===== src/hdl/vfm_pkg.sv =====
// ----------------------------------------------------------------------------
// vfm_pkg
// Shared types, constants and lookup tables for the voxel face mesher.
// ----------------------------------------------------------------------------
`default_nettype none

package vfm_pkg;

   localparam int ATLAS_TILES = 4;
   localparam int TEX_REGS    = 7;
   localparam int TEX_W       = 12;
   localparam int ADDR_W      = 5;
   localparam int NUM_FACES   = 6;
   localparam int NUM_VERTS   = 6;

   typedef logic [2:0]  btype_type;
   typedef logic [3:0]  coord_x_type;
   typedef logic [6:0]  coord_y_type;
   typedef logic [3:0]  coord_z_type;
   typedef logic [NUM_FACES-1:0] face_mask_type;
   typedef logic [2:0]  face_type;
   typedef logic [2:0]  vert_idx_type;
   typedef logic [3:0]  tex_idx_type;
   typedef logic [TEX_REGS-1:0][TEX_W-1:0] tex_bank_type;

   localparam btype_type    BT_AIR      = 3'd0;
   localparam face_type     FACE_TOP    = 3'd4;
   localparam face_type     FACE_BOTTOM = 3'd5;
   localparam vert_idx_type LAST_VERT   = 3'd5;

   // corner offsets: bit2 = x, bit1 = y, bit0 = z
   localparam logic [2:0] CORNER_TAB [NUM_FACES][NUM_VERTS] = '{
      '{3'd6, 3'd4, 3'd0, 3'd2, 3'd6, 3'd0},
      '{3'd3, 3'd1, 3'd5, 3'd7, 3'd3, 3'd5},
      '{3'd2, 3'd0, 3'd1, 3'd3, 3'd2, 3'd1},
      '{3'd7, 3'd5, 3'd4, 3'd6, 3'd7, 3'd4},
      '{3'd7, 3'd6, 3'd2, 3'd3, 3'd7, 3'd2},
      '{3'd4, 3'd5, 3'd1, 3'd0, 3'd4, 3'd1}
   };

   // texture corner per vertex: bit1 = u, bit0 = v
   localparam logic [1:0] UV_TAB [NUM_VERTS] = '{2'd3, 2'd2, 2'd0, 2'd1, 2'd3, 2'd0};

   typedef struct packed {
      logic         valid;
      btype_type    btype;
      coord_x_type  lx;
      coord_y_type  ly;
      coord_z_type  lz;
      face_type     face;
      vert_idx_type vert;
      logic         last;
   } vtx_type;

   function automatic face_type first_face(input face_mask_type m);
      face_type f;
      f = '0;
      for (int i = NUM_FACES - 1; i >= 0; i--) begin
         if (m[i]) begin
            f = face_type'(i);
         end
      end
      return f;
   endfunction

   function automatic logic [2:0] corner_of(input face_type f, input vert_idx_type v);
      logic [2:0] c;
      c = '0;
      if (f < face_type'(NUM_FACES) && v < vert_idx_type'(NUM_VERTS)) begin
         c = CORNER_TAB[f][v];
      end
      return c;
   endfunction

   function automatic logic [1:0] uv_of(input vert_idx_type v);
      logic [1:0] uv;
      uv = '0;
      if (v < vert_idx_type'(NUM_VERTS)) begin
         uv = UV_TAB[v];
      end
      return uv;
   endfunction

endpackage

`default_nettype wire


===== src/hdl/vfm_voxel_if.sv =====
// ----------------------------------------------------------------------------
// vfm_voxel_if
// Voxel channel: one voxel word with valid/ready handshake.
// ----------------------------------------------------------------------------
`default_nettype none

interface vfm_voxel_if;
   logic       valid;
   logic       ready;
   logic [2:0] block_type;
   logic [3:0] local_x;
   logic [6:0] local_y;
   logic [3:0] local_z;
   logic [5:0] air_neighbors;

   modport source (
      output valid, block_type, local_x, local_y, local_z, air_neighbors,
      input  ready
   );
   modport sink (
      input  valid, block_type, local_x, local_y, local_z, air_neighbors,
      output ready
   );
endinterface

`default_nettype wire


===== src/hdl/vfm_vertex_if.sv =====
// ----------------------------------------------------------------------------
// vfm_vertex_if
// Vertex channel: one mesh vertex word with valid/ready handshake.
// ----------------------------------------------------------------------------
`default_nettype none

interface vfm_vertex_if;
   logic       valid;
   logic       ready;
   logic [4:0] vert_x;
   logic [7:0] vert_y;
   logic [4:0] vert_z;
   logic [2:0] tex_u;
   logic [2:0] tex_v;
   logic [2:0] face_index;
   logic       last_vertex;

   modport source (
      output valid, vert_x, vert_y, vert_z, tex_u, tex_v, face_index, last_vertex,
      input  ready
   );
   modport sink (
      input  valid, vert_x, vert_y, vert_z, tex_u, tex_v, face_index, last_vertex,
      output ready
   );
endinterface

`default_nettype wire


===== src/hdl/vfm_csr.sv =====
// ----------------------------------------------------------------------------
// vfm_csr
// APB register bank holding the packed side/top/bottom texture indices.
// ----------------------------------------------------------------------------
`default_nettype none

module vfm_csr (
   input  wire logic                       clock,
   input  wire logic                       reset,
   input  wire logic                       psel,
   input  wire logic                       penable,
   input  wire logic                       pwrite,
   input  wire logic [vfm_pkg::ADDR_W-1:0] paddr,
   input  wire logic [31:0]                pwdata,
   output logic      [31:0]                prdata,
   output logic                            pready,
   output vfm_pkg::tex_bank_type           tex
);
   import vfm_pkg::*;

   localparam tex_bank_type TEX_RESET = {
      12'd2184, 12'd1911, 12'd1638, 12'd1093, 12'd819, 12'd18, 12'd0
   };

   logic [ADDR_W-3:0] reg_idx;
   logic              wr_en;
   tex_bank_type      tex_ff;
   tex_bank_type      tex_in;

   assign reg_idx = paddr[ADDR_W-1:2];
   assign pready  = 1'b1;
   assign wr_en   = psel && penable && pwrite && pready;

   always_comb begin
      tex_in = tex_ff;
      if (wr_en && reg_idx < (ADDR_W-2)'(TEX_REGS)) begin
         tex_in[reg_idx] = pwdata[TEX_W-1:0];
      end
   end

   always_comb begin
      prdata = '0;
      if (reg_idx < (ADDR_W-2)'(TEX_REGS)) begin
         prdata = {{(32-TEX_W){1'b0}}, tex_ff[reg_idx]};
      end
   end

   always_ff @(posedge clock) begin
      if (reset) begin
         tex_ff <= TEX_RESET;
      end else begin
         tex_ff <= tex_in;
      end
   end

   assign tex = tex_ff;

endmodule

`default_nettype wire


===== src/hdl/vfm_seq.sv =====
// ----------------------------------------------------------------------------
// vfm_seq
// Holds the current voxel and walks its visible faces, one vertex per step.
// ----------------------------------------------------------------------------
`default_nettype none

module vfm_seq (
   input  wire logic      clock,
   input  wire logic      reset,
   vfm_voxel_if.sink      req_bus,
   input  wire logic      take,
   output vfm_pkg::vtx_type vtx
);
   import vfm_pkg::*;

   logic          busy_ff,  busy_in;
   face_mask_type pend_ff,  pend_in;
   face_type      face_ff,  face_in;
   vert_idx_type  vert_ff,  vert_in;
   btype_type     btype_ff, btype_in;
   coord_x_type   lx_ff,    lx_in;
   coord_y_type   ly_ff,    ly_in;
   coord_z_type   lz_ff,    lz_in;

   face_mask_type pend_clr;
   logic          last_now;
   logic          accept;
   logic          live;

   // pending faces once the current one is done
   assign pend_clr = pend_ff & ~(face_mask_type'(1) << face_ff);
   assign last_now = (vert_ff == LAST_VERT) && (pend_clr == '0);

   assign req_bus.ready = !busy_ff || (take && last_now);
   assign accept = req_bus.valid && req_bus.ready;
   assign live   = (req_bus.block_type != BT_AIR) && (req_bus.air_neighbors != '0);

   always_comb begin
      busy_in  = busy_ff;
      pend_in  = pend_ff;
      face_in  = face_ff;
      vert_in  = vert_ff;
      btype_in = btype_ff;
      lx_in    = lx_ff;
      ly_in    = ly_ff;
      lz_in    = lz_ff;
      if (busy_ff && take) begin
         if (vert_ff == LAST_VERT) begin
            pend_in = pend_clr;
            face_in = first_face(pend_clr);
            vert_in = '0;
            if (last_now) begin
               busy_in = 1'b0;
            end
         end else begin
            vert_in = vert_ff + 3'd1;
         end
      end
      if (accept) begin
         // air voxels and fully hidden voxels are dropped here
         busy_in  = live;
         pend_in  = req_bus.air_neighbors;
         face_in  = first_face(req_bus.air_neighbors);
         vert_in  = '0;
         btype_in = req_bus.block_type;
         lx_in    = req_bus.local_x;
         ly_in    = req_bus.local_y;
         lz_in    = req_bus.local_z;
      end
   end

   always_ff @(posedge clock) begin
      if (reset) begin
         busy_ff <= 1'b0;
      end else begin
         busy_ff <= busy_in;
      end
      pend_ff  <= pend_in;
      face_ff  <= face_in;
      vert_ff  <= vert_in;
      btype_ff <= btype_in;
      lx_ff    <= lx_in;
      ly_ff    <= ly_in;
      lz_ff    <= lz_in;
   end

   always_comb begin
      vtx.valid = busy_ff;
      vtx.btype = btype_ff;
      vtx.lx    = lx_ff;
      vtx.ly    = ly_ff;
      vtx.lz    = lz_ff;
      vtx.face  = face_ff;
      vtx.vert  = vert_ff;
      vtx.last  = last_now;
   end

`ifndef SYNTHESIS
   a_load: assert property (@(posedge clock) disable iff (reset)
      (accept && live) |=> (busy_ff && vert_ff == '0))
      else $error("visible voxel did not start at its first vertex");

   a_face_pending: assert property (@(posedge clock) disable iff (reset)
      busy_ff |-> pend_ff[face_ff])
      else $error("current face is not among the pending faces");

   a_counter_range: assert property (@(posedge clock) disable iff (reset)
      busy_ff |-> (vert_ff <= LAST_VERT && face_ff <= FACE_BOTTOM))
      else $error("face or vertex counter out of range");

   a_drop: assert property (@(posedge clock) disable iff (reset)
      (accept && !live) |=> !busy_ff)
      else $error("hidden or air voxel started emitting");
`endif

endmodule

`default_nettype wire


===== src/hdl/vfm_emit.sv =====
// ----------------------------------------------------------------------------
// vfm_emit
// Builds one vertex (position, atlas coordinates) into the result register.
// ----------------------------------------------------------------------------
`default_nettype none

module vfm_emit (
   input  wire logic                  clock,
   input  wire logic                  reset,
   input  wire vfm_pkg::vtx_type      vtx,
   input  wire vfm_pkg::tex_bank_type tex,
   output logic                       take,
   vfm_vertex_if.source               rsp_bus
);
   import vfm_pkg::*;

   logic        valid_ff;
   logic [4:0]  vx_ff,   vx_in;
   logic [7:0]  vy_ff,   vy_in;
   logic [4:0]  vz_ff,   vz_in;
   logic [2:0]  tu_ff,   tu_in;
   logic [2:0]  tv_ff,   tv_in;
   face_type    face_ff;
   logic        last_ff;

   btype_type   tsel;
   logic [TEX_W-1:0] packed_idx;
   tex_idx_type idx;
   tex_idx_type tcol;
   tex_idx_type trow;
   logic [2:0]  corner;
   logic [1:0]  uv;

   assign take = !valid_ff || rsp_bus.ready;

   assign tsel = vtx.btype - 3'd1;

   always_comb begin
      packed_idx = '0;
      if (tsel < btype_type'(TEX_REGS)) begin
         packed_idx = tex[tsel];
      end
      case (vtx.face)
         FACE_TOP:    idx = packed_idx[7:4];
         FACE_BOTTOM: idx = packed_idx[11:8];
         default:     idx = packed_idx[3:0];
      endcase
   end

   assign tcol   = tex_idx_type'(idx % ATLAS_TILES);
   assign trow   = tex_idx_type'(idx / ATLAS_TILES);
   assign corner = corner_of(vtx.face, vtx.vert);
   assign uv     = uv_of(vtx.vert);

   assign vx_in = 5'({1'b0, vtx.lx} + {4'b0, corner[2]});
   assign vy_in = 8'({1'b0, vtx.ly} + {7'b0, corner[1]});
   assign vz_in = 5'({1'b0, vtx.lz} + {4'b0, corner[0]});
   assign tu_in = 3'(tcol + {3'b0, uv[1]});
   assign tv_in = 3'(trow + {3'b0, uv[0]});

   always_ff @(posedge clock) begin
      if (reset) begin
         valid_ff <= 1'b0;
      end else if (take) begin
         valid_ff <= vtx.valid;
      end
      if (take && vtx.valid) begin
         vx_ff   <= vx_in;
         vy_ff   <= vy_in;
         vz_ff   <= vz_in;
         tu_ff   <= tu_in;
         tv_ff   <= tv_in;
         face_ff <= vtx.face;
         last_ff <= vtx.last;
      end
   end

   assign rsp_bus.valid       = valid_ff;
   assign rsp_bus.vert_x      = vx_ff;
   assign rsp_bus.vert_y      = vy_ff;
   assign rsp_bus.vert_z      = vz_ff;
   assign rsp_bus.tex_u       = tu_ff;
   assign rsp_bus.tex_v       = tv_ff;
   assign rsp_bus.face_index  = face_ff;
   assign rsp_bus.last_vertex = last_ff;

endmodule

`default_nettype wire


===== src/hdl/voxel_face_mesher.sv =====
// ----------------------------------------------------------------------------
// voxel_face_mesher
// Face-culling mesher: one voxel in, six vertices out for each face that
// borders air, with atlas texture coordinates from the per-type registers.
// ----------------------------------------------------------------------------
//  channel   dir   handshake             word
//  req_bus   in    valid/ready           block_type, local_x/y/z, air_neighbors
//  rsp_bus   out   valid/ready           vert_x/y/z, tex_u/v, face_index, last_vertex
//  apb       in    psel/penable/pready   texture registers at 4*i, i = 0..6
//
//  one vertex per cycle unless the result register stalls; a voxel with n visible
//  faces gives 6*n vertices from the face/vertex walker, air/hidden voxels give none
//  the next voxel is taken in the cycle its last vertex enters the result register
//  result register stalls hold the walker; input stalls leave it idle
//  synchronous reset clears the handshake state and loads the texture defaults
// ----------------------------------------------------------------------------
`default_nettype none

module voxel_face_mesher (
   input  wire logic                       clock,
   input  wire logic                       reset,
   input  wire logic                       psel,
   input  wire logic                       penable,
   input  wire logic                       pwrite,
   input  wire logic [vfm_pkg::ADDR_W-1:0] paddr,
   input  wire logic [31:0]                pwdata,
   output logic      [31:0]                prdata,
   output logic                            pready,
   vfm_voxel_if.sink                       req_bus,
   vfm_vertex_if.source                    rsp_bus
);
   import vfm_pkg::*;

   tex_bank_type tex;
   vtx_type      vtx;
   logic         take;

   vfm_csr u_csr (
      .clock   (clock),
      .reset   (reset),
      .psel    (psel),
      .penable (penable),
      .pwrite  (pwrite),
      .paddr   (paddr),
      .pwdata  (pwdata),
      .prdata  (prdata),
      .pready  (pready),
      .tex     (tex)
   );

   vfm_seq u_seq (
      .clock   (clock),
      .reset   (reset),
      .req_bus (req_bus),
      .take    (take),
      .vtx     (vtx)
   );

   vfm_emit u_emit (
      .clock   (clock),
      .reset   (reset),
      .vtx     (vtx),
      .tex     (tex),
      .take    (take),
      .rsp_bus (rsp_bus)
   );

endmodule

`default_nettype wire


===== src/flat_wrapper.sv =====
// flat-port wrapper written by rule: the top's interface ports become plain ports
module voxel_face_mesher_flat import vfm_pkg::*;
  (clock, reset, psel, penable, pwrite, paddr, pwdata, prdata, pready, req_bus_valid, req_bus_block_type, req_bus_local_x, req_bus_local_y, req_bus_local_z, req_bus_air_neighbors, req_bus_ready, rsp_bus_valid, rsp_bus_vert_x, rsp_bus_vert_y, rsp_bus_vert_z, rsp_bus_tex_u, rsp_bus_tex_v, rsp_bus_face_index, rsp_bus_last_vertex, rsp_bus_ready);
  vfm_voxel_if req_bus_i ();
  vfm_vertex_if rsp_bus_i ();
  input  wire logic clock;
  input  wire logic reset;
  input  wire logic psel;
  input  wire logic penable;
  input  wire logic pwrite;
  input  wire logic [vfm_pkg::ADDR_W-1:0] paddr;
  input  wire logic [31:0] pwdata;
  output logic      [31:0] prdata;
  output logic pready;
  input wire logic [$bits(req_bus_i.valid)-1:0] req_bus_valid;
  input wire logic [$bits(req_bus_i.block_type)-1:0] req_bus_block_type;
  input wire logic [$bits(req_bus_i.local_x)-1:0] req_bus_local_x;
  input wire logic [$bits(req_bus_i.local_y)-1:0] req_bus_local_y;
  input wire logic [$bits(req_bus_i.local_z)-1:0] req_bus_local_z;
  input wire logic [$bits(req_bus_i.air_neighbors)-1:0] req_bus_air_neighbors;
  output wire logic [$bits(req_bus_i.ready)-1:0] req_bus_ready;
  output wire logic [$bits(rsp_bus_i.valid)-1:0] rsp_bus_valid;
  output wire logic [$bits(rsp_bus_i.vert_x)-1:0] rsp_bus_vert_x;
  output wire logic [$bits(rsp_bus_i.vert_y)-1:0] rsp_bus_vert_y;
  output wire logic [$bits(rsp_bus_i.vert_z)-1:0] rsp_bus_vert_z;
  output wire logic [$bits(rsp_bus_i.tex_u)-1:0] rsp_bus_tex_u;
  output wire logic [$bits(rsp_bus_i.tex_v)-1:0] rsp_bus_tex_v;
  output wire logic [$bits(rsp_bus_i.face_index)-1:0] rsp_bus_face_index;
  output wire logic [$bits(rsp_bus_i.last_vertex)-1:0] rsp_bus_last_vertex;
  input wire logic [$bits(rsp_bus_i.ready)-1:0] rsp_bus_ready;
  assign req_bus_i.valid = req_bus_valid;
  assign req_bus_i.block_type = req_bus_block_type;
  assign req_bus_i.local_x = req_bus_local_x;
  assign req_bus_i.local_y = req_bus_local_y;
  assign req_bus_i.local_z = req_bus_local_z;
  assign req_bus_i.air_neighbors = req_bus_air_neighbors;
  assign req_bus_ready = req_bus_i.ready;
  assign rsp_bus_valid = rsp_bus_i.valid;
  assign rsp_bus_vert_x = rsp_bus_i.vert_x;
  assign rsp_bus_vert_y = rsp_bus_i.vert_y;
  assign rsp_bus_vert_z = rsp_bus_i.vert_z;
  assign rsp_bus_tex_u = rsp_bus_i.tex_u;
  assign rsp_bus_tex_v = rsp_bus_i.tex_v;
  assign rsp_bus_face_index = rsp_bus_i.face_index;
  assign rsp_bus_last_vertex = rsp_bus_i.last_vertex;
  assign rsp_bus_i.ready = rsp_bus_ready;
  voxel_face_mesher u_core (.clock(clock), .reset(reset), .psel(psel), .penable(penable), .pwrite(pwrite), .paddr(paddr), .pwdata(pwdata), .prdata(prdata), .pready(pready), .req_bus(req_bus_i), .rsp_bus(rsp_bus_i));
endmodule

===== config.mk =====
export PLATFORM = sky130hd
export DESIGN_NAME = voxel_face_mesher_flat
export DESIGN_NICKNAME = d
export VERILOG_FILES = /design/src/hdl/vfm_pkg.sv /design/src/hdl/vfm_voxel_if.sv /design/src/hdl/vfm_vertex_if.sv /design/src/hdl/vfm_csr.sv /design/src/hdl/vfm_seq.sv /design/src/hdl/vfm_emit.sv /design/src/hdl/voxel_face_mesher.sv /design/src/flat_wrapper.sv
export SDC_FILE = /design/constraint.sdc
export NUM_CORES = 1
export LEC_CHECK = 0
export BUFFER_PORTS_ARGS = -buffer_cell sky130_fd_sc_hd__buf_2
export CAP_MARGIN = 15
export CORE_MARGIN = 2
export CORE_UTILIZATION = 30
export CTS_CLUSTER_DIAMETER = 100
export DETAILED_ROUTE_END_ITERATION = 6
export PLACE_DENSITY = 0.55
export SKIP_LAST_GASP = 1
export SLEW_MARGIN = 10
export SYNTH_ARGS = -nofsm -noshare
export SYNTH_HDL_FRONTEND = slang
export SYNTH_SLANG_ARGS = --single-unit

===== constraint.sdc =====
create_clock -name clock -period 2.65 [get_ports clock]
set_input_delay 0.1325 -clock clock [delete_from_list [all_inputs] [get_ports clock]]
set_output_delay 0.1325 -clock clock [all_outputs]
set_load 0.02 [all_outputs]

==> results.toml <==
[min_path]
hold_depth = 3
hold_class = "input pin to flop"

[grt]
antenna_found_initial = 0
grtUsageTotal = 0.158
grt-ovfl-total = 0
grt_pass1_wl_mm = 31.8
grt_max_degree = 56
first_global_vias = 5505

[yosys]
yosysUniqueCellTypes = 59
syn_avg_cell_area_um2 = 10.6
synth_common_cells = "89 x dfxtp_1, 69 x nand2_1, 67 x nor2_1"
yosysSeqAreaShare = 0.459
yosysTopAreaCell = "dfxtp_1"
synth_top_area_share = 0.238
syn_area_um2 = 7480
synth_most_common_cell = "dfxtp_1"
synth_cells = 709
synth-main-ff-cell = "dfxtp_1"
ys_ff_latch = 144
synth.area.top_cells = "dfxtp_1 24%, edfxtp_1 22%, mux2i_1 7.4%"
synth_warnings = 0
synth_edf_count = 55
async_reset_ff_frac = 0

[routing]
drt_iter0_markers = 423
drc = 0
vias = 5739
drtAntennaViolNets = 0
post_drt_wl_per_cell_um = 17.5
via_per_inst = 4.92
drtPass1Iterations = 5
wirelength_mm = 20.4

[worst_setup_path]
crit_chain = "inv_4, ha_4, buf_12, mux4_2, a22oi_2, nor2_1, or3_4, ha_4, ha_4"
cp.depth = 9
crit_top_cell = "ha_4"
crit_family = "adder cells"
end_kind = "flop"
slowest_stage = "mux4_2"
required_ps = 2820
reg2reg_depth = 9
arrival_ps = 2880
critPathBufInv = 2
cp_max_fo = 7
critPathMaxStageDelay_ps = 500
crit_type = "flop to flop"
start_kind = "flop"

[placed_design]
dpl_cell_area_um2 = 8310
dp_hpwl_mm = 13.7
portBuffers = 87
place.gp.congestion = 0.777

[clocking]
cts_buffers = 17
insertion_delay_ps = 420
cts.htree.levels = 4
path_clk_slew_ps = 60
clock-sinks = 144
clockBufferDepth = 2
cts_tree = "yes"
clock-root-buffer = "clkbuf_16"

[sta]
fin_crit_ps = 2710
max_freq_mhz = 369
slew_violations = 0
worst_slack_ps = -62.0
setup_violations = 1
rsz0062_at_grt = "true"
tightest_slew_ps = 858
hold_viol_final = 0
fin_worst_skew_ps = 11.0
relSlewSlack = 0.424
fin_crit_sh = 1.02

[run_status]
status = "finished, violations left"
violations = "setup timing"

[pwr]
finalPower_mw = 5.98
p_leak_nw = 3.69
peakVddDrop_mv = 0.436
power.density_nw_per_um2 = 641

[layout]
nets = 917
final_cell_area_um2 = 9320
drive_gt1_frac = 0.266
fillers = 2440
syn_to_final_growth_pct = 24.6
n_antenna_cell = 0

[die]
io-pin-count = 131
num_rows = 57
die_w_um = 162
design.core.area_um2 = 24400
initial_core_util = 0.307
dieArea_um2 = 26200
die_h_um = 162

[flow_run]
maxCapViolCount = 0
[final timing paths]
path / startpoint / endpoint / slack (ps)
max: u_core.u_seq.btype_ff[0] / u_core.u_emit.rsp_bus.tex_v[1] / -60
min reg2reg: u_core.u_csr.tex[41] / u_core.u_csr.tex[41] / 470
max reg2reg: u_core.u_seq.btype_ff[0] / u_core.u_emit.rsp_bus.tex_v[1] / -60
min: pwdata[1] / u_core.u_csr.tex[37] / 20
[metal layers]
metal | global-route usage | wire (um) | vias to the layer above
li1 | - | - | 2781
met1 | 0.225 | 9590 | 2762
met2 | 0.248 | 9420 | 181
met3 | 0.0294 | 1190 | 15
met4 | 0.0406 | 227 | 0
met5 | 0 | 0 | -
[metrics by stage]
| step | utilization | setup WS [ps] | hold slack [ps] | setup TNS [ps] | instances |
|---|---|---|---|---|---|
| 6_report | 0.382 | -62.0 | 17.4 | -62.0 | 1167 |
| 3_5_place_dp | 0.341 | -147 | 318 | -345 | 1107 |
| 3_3_place_gp | 0.341 | -87.8 | 311 | -160 | 1107 |
| 4_1_cts | 0.379 | -40.2 | 3.07 | -76.7 | 1164 |
| 2_1_floorplan | - | -58.2 | 231 | -110 | 728 |
| 5_1_grt | 0.382 | -123 | 25.0 | -256 | 1167 |
[sequential cells by signal, indices dropped and copies added, names as in the netlist, 4 cells and up]
| name | flops |
|---|---|
| u_core.u_seq.lx_ff | 4 |
| u_core.u_emit.rsp_bus.vert_y | 8 |
| u_core.u_csr.tex | 84 |
| u_core.u_emit.rsp_bus.vert_x | 5 |
| u_core.u_seq.lz_ff | 4 |
| u_core.u_seq.pend_ff | 6 |
| u_core.u_seq.ly_ff | 7 |
| u_core.u_emit.rsp_bus.vert_z | 5 |
[cell type report]
class,count,area (um2),area share
timing repair buffer,151,1030,0.110
clock inverter,8,123,0.0132
inverter,16,62.6,0.00671
sequential,144,3430,0.368
tap,324,405,0.0435
clock buffer,24,518,0.0556
multi-input combinational,500,3750,0.402
[power by group]
part           internal, mW  total (mW)  switching [mW]
Sequential             2.41        2.46          0.0497
Clock                  1.65        2.58           0.930
Combinational         0.402       0.931           0.528
Total                  4.47        5.98            1.51
[worst reg2reg max path: stages (launching register included)]
cell and delay [ps]:
edfxtp_1 390, inv_4 50, ha_4 360, buf_12 130
mux4_2 500, a22oi_2 180, nor2_1 70, or3_4 400
ha_4 180, ha_4 200
[cells in the final DEF, fill, tap and decap left out, types with 4 or more instances in the layout]
cell and instances:
mux4_2 17, conb_1 21, nand2b_1 6, nor2_1 66, a221oi_2 4, nand2_1 69, inv_1 15, o22ai_1 4
nand3b_1 9, nor3_1 4, buf_2 87, edfxtp_1 55, o21ai_0 26, ha_4 5, mux2i_1 55, nor2b_1 31
a221oi_1 4, buf_6 5, buf_12 4, clkbuf_8 4, mux4_1 4, dlygate4sd3_1 18, a21oi_1 39, xor2_1 6
a211o_1 24, nand3_1 12, buf_4 37, ha_1 13, and3_1 7, xnor2_1 6, dfxtp_1 89, clkbuf_16 18
mux2_2 14
[logic make-up after synthesis]
kind of cell,count (synthesis),synth area share
adders and majority gates,19,0.0318
and+or+nand+nor,225,0.145
DFF,144,0.459
buffers and inverters,84,0.0624
other,2,0.00100
AOI/OAI and AO/OA,130,0.119
muxes,93,0.168
xor gates and xnor gates,12,0.0140
[repair_timing]
action | CTS | global route
hold buffers | 18 | 0
resized for setup | 15 | 10
pin swaps | 8 | 7
hold endpoints to repair | 18 | 0
buffers inserted | 7 | 3
setup endpoints to repair | 4 | 14
No activity file was read; power rests on OpenSTA's default activity.
